File: config.mk
export PLATFORM = sky130hd
export DESIGN_NAME = sa_match_and_anti_replay_check_core
export DESIGN_NICKNAME = d
export VERILOG_FILES = /design/src/sv/samarc_pkg.sv /design/src/sv/samarc_window.sv /design/src/sv/sa_match_and_anti_replay_check_core.sv
export SDC_FILE = /design/constraint.sdc
export NUM_CORES = 2
export LEC_CHECK = 0
export ABC_CLOCK_PERIOD_IN_PS = 9300
export BUFFER_PORTS_ARGS = -buffer_cell sky130_fd_sc_hd__buf_2
export CAP_MARGIN = 10
export CORE_AREA = 2 2 543 545
export CTS_CLUSTER_DIAMETER = 80
export DETAILED_ROUTE_END_ITERATION = 7
export DIE_AREA = 0 0 545 547
export MAX_ROUTING_LAYER = met4
export PLACE_DENSITY = 0.51
export RECOVER_POWER = 25
export SYNTH_ARGS = -nofsm -noshare
export SYNTH_HDL_FRONTEND = slang
export SYNTH_SLANG_ARGS = --single-unit
File: constraint.sdc
create_clock -name clk_i -period 9.3 [get_ports clk_i]
set_clock_uncertainty 0.15 [all_clocks]
set_input_delay 1.86 -clock clk_i [delete_from_list [all_inputs] [get_ports clk_i]]
set_output_delay 1.86 -clock clk_i [all_outputs]
set_load 0.01 [all_outputs]
File: src/sv/samarc_pkg.sv
package samarc_pkg;

  // default sizes
  localparam int unsigned NUM_ASSOC_DEF  = 8;
  localparam int unsigned REPLAY_WIN_DEF = 64;

  // protocol constants
  localparam logic [7:0]  PROTO_UDP      = 8'd17;
  localparam logic [15:0] IP_MIN_BYTES   = 16'd20;
  localparam logic [6:0]  UDP_HDR_BYTES  = 7'd8;
  localparam logic [7:0]  SEQ_BYTES      = 8'd8;
  localparam logic [7:0]  AUTH_TAG_BYTES = 8'd16;

  // slot field reaches at most this many slots
  localparam int unsigned SLOT_FIELD_SLOTS = 8;

  // operation codes
  typedef enum logic {
    OP_PACKET  = 1'b0,
    OP_INSTALL = 1'b1
  } op_e;

  // result verdicts
  typedef enum logic [2:0] {
    VERDICT_PASS      = 3'd0,
    VERDICT_SHORT     = 3'd1,
    VERDICT_REPLAY    = 3'd2,
    VERDICT_ACCEPT    = 3'd3,
    VERDICT_INSTALLED = 3'd4
  } verdict_e;

endpackage

File: src/sv/samarc_window.sv
module samarc_window #(
  parameter int unsigned WINDOW_BITS = 64
) (
  input  logic [63:0]            top_i,
  input  logic [WINDOW_BITS-1:0] bitmap_i,
  input  logic [63:0]            seq_i,
  output logic                   accept_o,
  output logic [63:0]            top_o,
  output logic [WINDOW_BITS-1:0] bitmap_o
);
  import samarc_pkg::*;

  localparam int unsigned ShW = $clog2(WINDOW_BITS);

  logic        newer;
  logic [63:0] diff;
  logic [63:0] off;
  logic        off_in_win;
  logic        off_seen;

  // distances in both directions from the current top
  assign newer      = seq_i > top_i;
  assign diff       = seq_i - top_i;
  assign off        = top_i - seq_i;
  assign off_in_win = off < 64'(WINDOW_BITS);
  assign off_seen   = off_in_win && bitmap_i[off[ShW-1:0]];

  // slide the window or mark an older number as seen
  always_comb begin
    accept_o = 1'b0;
    top_o    = top_i;
    bitmap_o = bitmap_i;
    if (newer) begin
      accept_o = 1'b1;
      top_o    = seq_i;
      if (diff >= 64'(WINDOW_BITS)) begin
        bitmap_o = WINDOW_BITS'(1);
      end else begin
        bitmap_o = (bitmap_i << diff[ShW-1:0]) | WINDOW_BITS'(1);
      end
    end else if (off_in_win && !off_seen) begin
      accept_o = 1'b1;
      bitmap_o = bitmap_i | (WINDOW_BITS'(1) << off[ShW-1:0]);
    end
  end

endmodule

File: src/sv/sa_match_and_anti_replay_check_core.sv
// channel | valid      | stall       | payload
// --------+------------+-------------+--------------------------------------------
// in      | in_valid_i | in_stall_o  | op, slot, mark, peer_ip, dst_port, protocol,
//         |            |             | header_words, packet_length, seq
// out     | out_valid_o| out_stall_i | verdict, matched_slot
//
// one transaction per cycle unless the output stalls; input register, then result
// register; lookup, window check and state update act on the input register as it
// fires, so the next transaction sees the updated association state
// reset clears valid bits and all replay state at once; no clearing pass
// a stalled result holds the result register and stalls the input register
module sa_match_and_anti_replay_check_core #(
  parameter int unsigned NUM_ASSOC   = samarc_pkg::NUM_ASSOC_DEF,
  parameter int unsigned WINDOW_BITS = samarc_pkg::REPLAY_WIN_DEF
) (
  input  logic                 clk_i,
  input  logic                 rst_ni,
  input  logic                 in_valid_i,
  output logic                 in_stall_o,
  input  logic                 op_i,
  input  logic [2:0]           slot_i,
  input  logic [31:0]          mark_i,
  input  logic [31:0]          peer_ip_i,
  input  logic [15:0]          dst_port_i,
  input  logic [7:0]           protocol_i,
  input  logic [3:0]           header_words_i,
  input  logic [15:0]          packet_length_i,
  input  logic [63:0]          seq_i,
  output logic                 out_valid_o,
  input  logic                 out_stall_i,
  output samarc_pkg::verdict_e verdict_o,
  output logic [2:0]           matched_slot_o
);
  import samarc_pkg::*;

  // slots beyond the slot field can never be installed, so they are not built
  localparam int unsigned NumSlots =
    (NUM_ASSOC < SLOT_FIELD_SLOTS) ? NUM_ASSOC : SLOT_FIELD_SLOTS;
  localparam int unsigned SlotW = (NumSlots > 1) ? $clog2(NumSlots) : 1;

  // input register
  logic        in_valid_q;
  logic        op_q;
  logic [2:0]  slot_q;
  logic [31:0] mark_q;
  logic [31:0] peer_q;
  logic [15:0] port_q;
  logic [7:0]  proto_q;
  logic [3:0]  hwords_q;
  logic [15:0] plen_q;
  logic [63:0] seq_q;

  // association table
  logic [NumSlots-1:0]    slot_valid_q;
  logic [31:0]            assoc_mark_q  [NumSlots];
  logic [31:0]            assoc_peer_q  [NumSlots];
  logic [15:0]            assoc_port_q  [NumSlots];
  logic [63:0]            highest_seq_q [NumSlots];
  logic [WINDOW_BITS-1:0] bitmap_q      [NumSlots];

  // result register
  logic       res_valid_q;
  verdict_e   verdict_q, verdict_d;
  logic [2:0] mslot_q, mslot_d;

  logic advance;
  logic fire;

  // handshake
  assign advance    = !res_valid_q || !out_stall_i;
  assign fire       = in_valid_q && advance;
  assign in_stall_o = in_valid_q && !advance;

  always_ff @(posedge clk_i or negedge rst_ni) begin
    if (!rst_ni) begin
      in_valid_q <= 1'b0;
    end else if (!in_stall_o) begin
      in_valid_q <= in_valid_i;
    end
  end

  always_ff @(posedge clk_i) begin
    if (in_valid_i && !in_stall_o) begin
      op_q     <= op_i;
      slot_q   <= slot_i;
      mark_q   <= mark_i;
      peer_q   <= peer_ip_i;
      port_q   <= dst_port_i;
      proto_q  <= protocol_i;
      hwords_q <= header_words_i;
      plen_q   <= packet_length_i;
      seq_q    <= seq_i;
    end
  end

  // length and protocol checks
  logic [6:0]  hdr_end;
  logic [7:0]  min_len;
  logic        is_udp_ok;
  logic        payload_short;

  assign hdr_end       = {1'b0, hwords_q, 2'b00} + UDP_HDR_BYTES;
  assign is_udp_ok     = (plen_q >= IP_MIN_BYTES) && (proto_q == PROTO_UDP) &&
                         (plen_q >= 16'(hdr_end));
  assign min_len       = 8'(hdr_end) + SEQ_BYTES + AUTH_TAG_BYTES;
  assign payload_short = plen_q < 16'(min_len);

  // parallel slot compare
  logic [NumSlots-1:0] mark_hit;
  logic [NumSlots-1:0] peer_hit;
  logic [NumSlots-1:0] use_hit;
  logic                found;
  logic [SlotW-1:0]    idx;

  always_comb begin
    for (int i = 0; i < NumSlots; i++) begin
      mark_hit[i] = slot_valid_q[i] && (assoc_mark_q[i] == mark_q);
      peer_hit[i] = slot_valid_q[i] && (assoc_peer_q[i] == peer_q) &&
                    (assoc_port_q[i] == port_q);
    end
    use_hit = ((mark_q != 32'd0) && (|mark_hit)) ? mark_hit : peer_hit;
    found   = |use_hit;
  end

  // lowest slot wins
  always_comb begin
    idx = '0;
    for (int i = NumSlots - 1; i >= 0; i--) begin
      if (use_hit[i]) begin
        idx = SlotW'(i);
      end
    end
  end

  // replay window on the matched slot
  logic                   win_accept;
  logic [63:0]            win_top;
  logic [WINDOW_BITS-1:0] win_bitmap;

  samarc_window #(
    .WINDOW_BITS(WINDOW_BITS)
  ) u_window (
    .top_i   (highest_seq_q[idx]),
    .bitmap_i(bitmap_q[idx]),
    .seq_i   (seq_q),
    .accept_o(win_accept),
    .top_o   (win_top),
    .bitmap_o(win_bitmap)
  );

  logic do_install;
  logic do_window;

  assign do_install = fire && (op_q == OP_INSTALL) && ({1'b0, slot_q} < 4'(NumSlots));
  assign do_window  = fire && (op_q == OP_PACKET) && is_udp_ok && found && !payload_short;

  // verdict selection
  always_comb begin
    verdict_d = VERDICT_PASS;
    mslot_d   = 3'd0;
    if (op_q == OP_INSTALL) begin
      verdict_d = VERDICT_INSTALLED;
      mslot_d   = slot_q;
    end else if (is_udp_ok && found) begin
      mslot_d = 3'(idx);
      if (payload_short) begin
        verdict_d = VERDICT_SHORT;
      end else if (win_accept) begin
        verdict_d = VERDICT_ACCEPT;
      end else begin
        verdict_d = VERDICT_REPLAY;
      end
    end
  end

  // association valid bits and replay state
  always_ff @(posedge clk_i or negedge rst_ni) begin
    if (!rst_ni) begin
      slot_valid_q <= '0;
      for (int i = 0; i < NumSlots; i++) begin
        highest_seq_q[i] <= '0;
        bitmap_q[i]      <= '0;
      end
    end else if (do_install) begin
      slot_valid_q[slot_q[SlotW-1:0]]  <= 1'b1;
      highest_seq_q[slot_q[SlotW-1:0]] <= '0;
      bitmap_q[slot_q[SlotW-1:0]]      <= '0;
    end else if (do_window && win_accept) begin
      highest_seq_q[idx] <= win_top;
      bitmap_q[idx]      <= win_bitmap;
    end
  end

  // association keys
  always_ff @(posedge clk_i) begin
    if (do_install) begin
      assoc_mark_q[slot_q[SlotW-1:0]] <= mark_q;
      assoc_peer_q[slot_q[SlotW-1:0]] <= peer_q;
      assoc_port_q[slot_q[SlotW-1:0]] <= port_q;
    end
  end

  // result register
  always_ff @(posedge clk_i or negedge rst_ni) begin
    if (!rst_ni) begin
      res_valid_q <= 1'b0;
    end else if (advance) begin
      res_valid_q <= in_valid_q;
    end
  end

  always_ff @(posedge clk_i) begin
    if (fire) begin
      verdict_q <= verdict_d;
      mslot_q   <= mslot_d;
    end
  end

  assign out_valid_o    = res_valid_q;
  assign verdict_o      = verdict_q;
  assign matched_slot_o = mslot_q;

  // input side stalls only behind a stalled result
  a_stall_cause: assert property (@(posedge clk_i) disable iff (!rst_ni)
    in_stall_o |-> (out_valid_o && out_stall_i))
    else $error("input stalled without output backpressure");

  // an install leaves its slot valid
  a_install_valid: assert property (@(posedge clk_i) disable iff (!rst_ni)
    do_install |=> slot_valid_q[$past(slot_q[SlotW-1:0])])
    else $error("installed slot not valid");

  // a newer accepted number becomes the slot top
  a_top_moves: assert property (@(posedge clk_i) disable iff (!rst_ni)
    (do_window && win_accept && !do_install) |=> highest_seq_q[$past(idx)] == $past(win_top))
    else $error("window top not updated");

  // pass through results carry no slot
  a_pass_slot: assert property (@(posedge clk_i) disable iff (!rst_ni)
    (out_valid_o && (verdict_o == VERDICT_PASS)) |-> (matched_slot_o == 3'd0))
    else $error("pass through with a slot");

endmodule
# Word-level counts from Yosys, hierarchy flattened
# Memory sizes are Yosys's and may differ from the RTL's.
# Index checks and enable logic that the tools add are counted.
[word_totals]
memories = 3
mem_bits_rw = 640
input_bits = 180
ff_bits = 1216
wordCells = 185
output_inout_bits = 8
[mem_list]
columns = ["name", "words", "word_bits", "read_ports", "rd_ports_with_merged_regs", "write_ports", "line_no", "rtl"]
rows = [
  ["assoc_mark_q", 8, 32, 8, 0, 1, "sa_match_and_anti_replay_check_core.sv:55", "logic [31:0] assoc_mark_q [NumSlots];"],
  ["assoc_peer_q", 8, 32, 8, 0, 1, "sa_match_and_anti_replay_check_core.sv:56", "logic [31:0] assoc_peer_q [NumSlots];"],
  ["assoc_port_q", 8, 16, 8, 0, 1, "sa_match_and_anti_replay_check_core.sv:57", "logic [15:0] assoc_port_q [NumSlots];"],
]
[op_classes]
order_cmp = 13
n_reduce_logical = 55
bitwise_logic = 9
n_eq_ne = 25
n_addsub = 5
n_mux = 41
shift = 2
[op_table]
columns = ["operator", "n"]
rows = [
  ["$mux 512", 4],
  ["$and 512x512->512", 2],
  ["$bwmux 512", 2],
  ["$mux 64", 10],
  ["$eq 32x32->1", 16],
  ["$not 512->512", 1],
  ["$bmux 64 s3", 2],
  ["$demux 64 s3", 2],
  ["$eq 16x16->1", 8],
  ["$sub 64x64->64", 2],
  ["$ge 64x7->1 const B", 1],
  ["$gt 64x64->1", 1],
  ["$lt 64x7->1 const B", 1],
  ["$or 64x64->64", 1],
  ["$shl 1x6->64 const A", 1],
  ["$shl 64x6->64", 1],
  ["$logic_and 1x1->1", 42],
  ["$reduce_bool 32->1", 1],
  ["$mux 3", 10],
  ["$ge 16x5->1 const B", 1],
  ["$ge 16x7->1", 1],
  ["$lt 16x8->1", 1],
  ["$reduce_or 8->1", 2],
  ["$add 7x4->8 const B", 1],
  ["21 further kinds", 36],
]

# Logic depth before layout (Yosys ltp)
# An unclocked memory read counts as a cell.
[logic_depth]
word_depth = 29
ltp_mapped = 42

# Cells and area by module
# From an unflattened synthesis, not the netlist that was laid out.
[hier_totals]
cells_unflattened = 8222
hier_area_um2 = 95605.4
[by_module_without_submodules]
columns = ["mod", "area_each_um2", "seq_area_each_um2", "n_inst", "cells_per_inst"]
rows = [
  ["sa_match_and_anti_replay_check_core", 79641.4, 50558.5, 1, 5811],
  ["samarc_window", 15964.1, 0.0, 1, 2411],
]

# Worst setup path before layout
# No wires, ideal clock.
[synth_path]
path_type = "reg2reg"
from = "register mark_q[9]"
to = "register bitmap_q[108] in the netlist's numbering"
synth_period_minus_slack_ns = 9.870
arrival_ns = 9.654
setup_slack_ns = -0.570
setup_time_ns = 0.066
path_stages_with_launch = 39
required_time_ns = 9.084
cell_sequence = "edfxtp_1 buf_4 xor2_1 or4_1 or4b_1 or4_4 and4_4 buf_6 a21oi_4 o31a_1 buf_2 buf_2 buf_2 buf_1 clkbuf_1 o22a_1 o221ai_1 nor2_1 [3 not listed] clkbuf_1 and4_1 inv_1 a211oi_1 nor3_1 xnor2_1 or4_1 or4_1 nor4_1 nand4_1 nand4b_1 nor4bb_1 nand3_1 nor2_1 nand2_1 o41a_1 a32oi_1 mux2_4"
[synth_via]
elab_chain_cells = 28
word_cells_on_any_way = 66
cone_classes = "add/sub (2); order compare (5); eq/ne (8); shift (2); mux (27); bitwise (2); reduce/logical (20)"
[synth_lines]
columns = ["element", "line_no", "rtl"]
rows = [
  ["from (decl)", "sa_match_and_anti_replay_check_core.sv:45", "logic [31:0] mark_q;"],
  ["from (signal assigned)", "sa_match_and_anti_replay_check_core.sv:86", "mark_q <= mark_i;"],
  ["$eq 32x32->1", "sa_match_and_anti_replay_check_core.sv:117", "mark_hit[i] = slot_valid_q[i] && (assoc_mark_q[i] == mark_q);"],
  ["$logic_and 1x1->1", "sa_match_and_anti_replay_check_core.sv:117", ""],
  ["$reduce_or 8->1", "sa_match_and_anti_replay_check_core.sv:121", "use_hit = ((mark_q != 32'd0) && (|mark_hit)) ? mark_hit : peer_hit;"],
  ["$logic_and 1x1->1", "sa_match_and_anti_replay_check_core.sv:121", ""],
  ["$mux 8 (*)", "sa_match_and_anti_replay_check_core.sv:121", ""],
  ["parallel branches: the longest is 23 deep, another holds $bmux 64 s3", "n/a", ""],
  ["to (signal, indexed assignment)", "sa_match_and_anti_replay_check_core.sv:190", "bitmap_q[idx] <= win_bitmap;"],
  ["to (decl)", "sa_match_and_anti_replay_check_core.sv:59", "logic [WINDOW_BITS-1:0] bitmap_q [NumSlots];"],
]
# Every way passes the cells marked *. The select of a mux whose other input is x is not followed.
# A chain may end at the register's enable or synchronous reset.

# Worst setup path in the final report
[layout_path]
from = "register mark_q[9]"
to = "register bitmap_q[210] in the netlist's numbering"
# Same word-level chain as after synthesis.

==> summary.md <==
| Metric | Value |
|---|---|
| Post-route minimum period | 10.48 ns |
| Sort of element at the start of the critical path | register |
| Internal cell power | 14.7 mW |
| Number of levels the H-tree was split into | 4 |
| Clock-pin slew on the worst setup and hold paths | about 0.060 ns |
| Top-level port count | 188 |
| Combinational share of power | 12.6% |
| Longest individual stage delay on the worst path | just over 0.9 ns |
| Iteration-0 DRC count of the detailed router | 8,146 |
| Cell area after synthesis | approximately 100,000 um^2 |
| Clock root cell | sky130_fd_sc_hd__clkbuf_16 |
| Die Area | approximately 300,000 um^2 |
| Leakage Power | 55.6 nW |
| Yosys cell types | roughly 110 |
| Synthesis-to-layout area growth | 35.1% |
| Endpoint of the lowest-slack register-to-register path | bitmap_q[210]$_DFFE_PN0P_ |
| Worst hold path class | register to register |
| Per-cell via count in the routed design | 5.66 |
| Overflow after GRT | 0 |
| Max clock buf depth | 4 |
| Final hold violation count | 0 |
| Endpoint of the worst hold path | out_valid_o$_DFFE_PN0N_ |
| Clock buffers created by TritonCTS | 215 |
| Reported net switching power | 5.26 mW |
| Data required time at the worst endpoint | ~10 ns |
| Count of flip-flops with a built-in enable after synthesis | 822 |
| Startpoint of the worst setup timing path | mark_q[9]$_DFFE_PP_ |
| Worst reg2reg path depth | 45 |
| Avg WL per Cell | 30.0 um |
| Vias in the first global route | 91,100 |
| Sequential area share after synthesis | 49.6% |
| Sequential share of power | 44.1% |
| Status | finished, violations left |
| Slowest cell on crit path | sky130_fd_sc_hd__nor4bb_4 |
| Proportion of total power due to net switching | 26.3% |
| Violations in the final reports | negative setup slack |
| Slew @ Worst Pin | 1.32 ns |
| Initial antenna violation count | 9 |
| Portion of total power attributed to the clock network | between 40% and 50% |
| Syn_nets | 9,815 |
| Total GRT Usage | roughly 32% |
| Pin count of the biggest net entering global routing | roughly 190 |
| Number of flip-flops and latches in the synthesized netlist | about 1,900 |
| Proportion of netlist area held by the largest area contributor | 25.4% |
| Most frequent cells after synthesis | sky130_fd_sc_hd__nand2_1 (1,267), sky130_fd_sc_hd__mux2i_1 (1,038), sky130_fd_sc_hd__dfrtp_1 (1,034), sky130_fd_sc_hd__edfxtp_1 (822), sky130_fd_sc_hd__nor2_1 (430) |
| Post-route cell area | approximately 140,000 um^2 |
| First-pass GRT wire length | 677,000 um |
| Maximum clock frequency | about 0.095 GHz |
| Die outline height | 547 um |
| Cell area after placement | roughly 120,000 um^2 |
| Worst-path maximum fanout | 8 |
| Most common cell type on the critical path | sky130_fd_sc_hd__buf_4 |
| Post-DP HPWL | 352,000 um |
| Maximum vdd ir drop | 0.000233 V |
| Clock tree from TritonCTS | yes |
| Gpl congestion | 1.00 |
| Final Routed Wirelength | 477,000 um |
| Post-route antenna net violation count | 0 |
| Final Setup Violations | 1,025 |
| Cell Pwr Density | 145 nW/um^2 |
| Synth area leaders | sky130_fd_sc_hd__dfrtp_1 (25%), sky130_fd_sc_hd__edfxtp_1 (24%), sky130_fd_sc_hd__mux2i_1 (10%), sky130_fd_sc_hd__nand2_1 (4.7%), sky130_fd_sc_hd__xnor2_1 (3.0%) |
| Clock Latency Late Sink | about 0.95 ns |
| Hold path startpoint | in_valid_q$_DFFE_PN0N_ |
| Width of the chip | 545 um |
| Setup Crit Path Kind | register to register |
| Data arrival, critical path | 11.11 ns |
| Post-Syn Area per Cell | roughly 11 um^2 |
| Final Max Tran Viols | 0 |
| DRT Pass-1 Iters | 7 |
| Port buffer count | approximately 190 |
| Core Box Area | 293,000 um^2 |
| Total area of sequential cells | between 50,000 and 60,000 um^2 |
| Max-slew headroom | 12.1% |
| Starting density of the core | 34.8% |
| Synthesis Warnings | 0 |
| Remaining routing DRC violations | 0 |
| Final Cycle Share | 113% |
| Worst slack, placed | -2.84 ns |
| Capturing element type of the critical path | register |
| Gate count after technology mapping | around 9,500 |
| Max Cap Viol | 0 |
| Yosys top cell by area | sky130_fd_sc_hd__dfrtp_1 |
| Main synth FF type | sky130_fd_sc_hd__dfrtp_1 |
| Nets | 12,100 |
| Register-to-register setup slack | -1.18 ns |
| Share of layout cells above drive strength 1 | a little under a third |
| RSZ-0062 raised after global routing | yes |
| Most used standard cell by instance count after synthesis | sky130_fd_sc_hd__nand2_1 |
| Smallest setup slack after layout | -1.18 ns |
| Count of filler cells inserted in the layout | 27,100 |
| Total clock sinks | 1,856 |
| Standard-cell row count | ~200 |
| Area taken by multi-input logic gates | around 51,000 um^2 |
| RR Startpoint | mark_q[9]$_DFFE_PP_ |
| Total number of vias | 89,900 |
| Asr flop ratio synth | a little under three fifths |
| Hold Path Depth | 1 |
-- through the flow --
stage / hold slack, ns / power (mW) / TNS, ns / std cells / utilization (%)
2_1_floorplan: 0.307 / 9.86 / 0 / 9494 / -
3_3_place_gp: 0.327 / 11.4 / -1896.64 / 15300 / 42.6
3_5_place_dp: 0.348 / 11.4 / -1990.37 / 15300 / 42.6
4_1_cts: 0.353 / 20.1 / -630.06 / 15800 / 46.8
5_1_grt: 0.387 / 20.6 / -1042.38 / 15900 / 47.0
6_report: 0.347 / 20.0 / -827.17 / 15900 / 47.1
-- layer usage --
metal / vias up / track usage (%) / part of all wire, %
met2: 3224 / 51.4 / 47
met1: 46200 / 41.2 / 42
met3: 853 / 4.11 / 5.6
li1: 39700 / - / -
met5: - / - / 0
met4: 0 / 13.7 / 5.2
-- state kept, by name, summed over array words and instances (netlist names), 3 cells and up --
signal and flops:
bitmap_q 512, highest_seq_q 512, assoc_mark_q 256, assoc_peer_q 256, assoc_port_q 128, seq_q 64
mark_q 32, peer_q 32, plen_q 16, port_q 16, proto_q 8, slot_valid_q 8
hwords_q 4, matched_slot_o 3, slot_q 3, verdict_o 3
-- power by group through the flow --
stage	registers (mW)	clock network, mW	logic, mW
2_1_floorplan	8.94	0	0.924
3_3_place_gp	8.96	0	2.40
3_5_place_dp	8.97	0	2.40
4_1_cts	8.80	8.80	2.49
5_1_grt	8.81	9.10	2.65
6_report	8.80	8.65	2.52
-- area by class of cell --
type | instances | area share (%)
well taps | 3919 | 3.56
inverters | 247 | 0.693
clock buffers | 291 | 4.40
flip-flops and latches | 1856 | 36.7
clock inverters | 99 | 0.767
multi-input cells | 6786 | 37.0
diodes | 8 | 0.0145
repair buffers | 2670 | 16.8
-- what timing repair did --
| item | in CTS | in global routing |
|---|---|---|
| endpoints found under the setup margin | 1025 | 1025 |
| hold endpoints to repair | 0 | 0 |
| hold buffers | 0 | 0 |
| pin swaps | 115 | 41 |
| setup buffers | 111 | 36 |
| resized for setup | 613 | 128 |
| gates cloned | 39 | 4 |
-- placed cells by master, fill, tap and decap left out, drive strengths merged, types with 56 or more instances in the layout --
cell,synthesis,routed
o21ai,224,224
o22a,81,81
a21oi,301,301
clkinv,0,67
nand2,1267,1267
nor4,182,182
o22ai,245,245
nand3,206,206
nand2b,133,133
o221ai,113,113
xnor2,345,345
nor3,139,139
dfrtp,1034,1034
o211ai,56,56
edfxtp,822,822
and2,137,137
nor2,431,431
xor2,326,326
nand4,209,209
buf,229,2575
inv,247,250
mux2,129,129
o221a,66,66
a21o,115,115
clkbuf,376,354
mux2i,1038,1038
ha,139,139
-- critical path, delay by kind of cell, from the launching register on --
kind | cells | cell delay, ns
AND/OR/NAND/NOR | 16 | 5.04
buffers and inverters | 17 | 2.56
AO/OA/AOI/OAI | 8 | 1.19
flip-flops | 1 | 0.46
XOR/XNOR | 2 | 0.39
adder cells (fa/ha/maj) | 1 | 0.32
multiplexers | 1 | 0.16
-- worst max path at each step --
stage	endpoint	slack, ns	cells past startpoint
final	bitmap_q[210]$_DFFE_PN0P_	-1.18	45
after detailed placement	bitmap_q[441]$_DFFE_PN0P_	-2.84	40
after floorplan	bitmap_q[233]$_DFFE_PN0P_	0.003	37
after CTS	bitmap_q[441]$_DFFE_PN0P_	-1.04	41
after global routing	bitmap_q[510]$_DFFE_PN0P_	-1.37	42
after global placement	bitmap_q[441]$_DFFE_PN0P_	-2.84	39
-- cell families after synthesis --
kind of cell	count (synthesis)	synth area share (%)
AND/OR/NAND/NOR	3006	14.2
flip-flops	1856	49.6
AO/OA/AOI/OAI	1774	12.6
multiplexers	1194	12.3
buffers and inverters	852	3.74
XOR/XNOR	671	5.77
adder cells (fa/ha/maj)	141	1.75
Power figures use the tool's default switching activity.
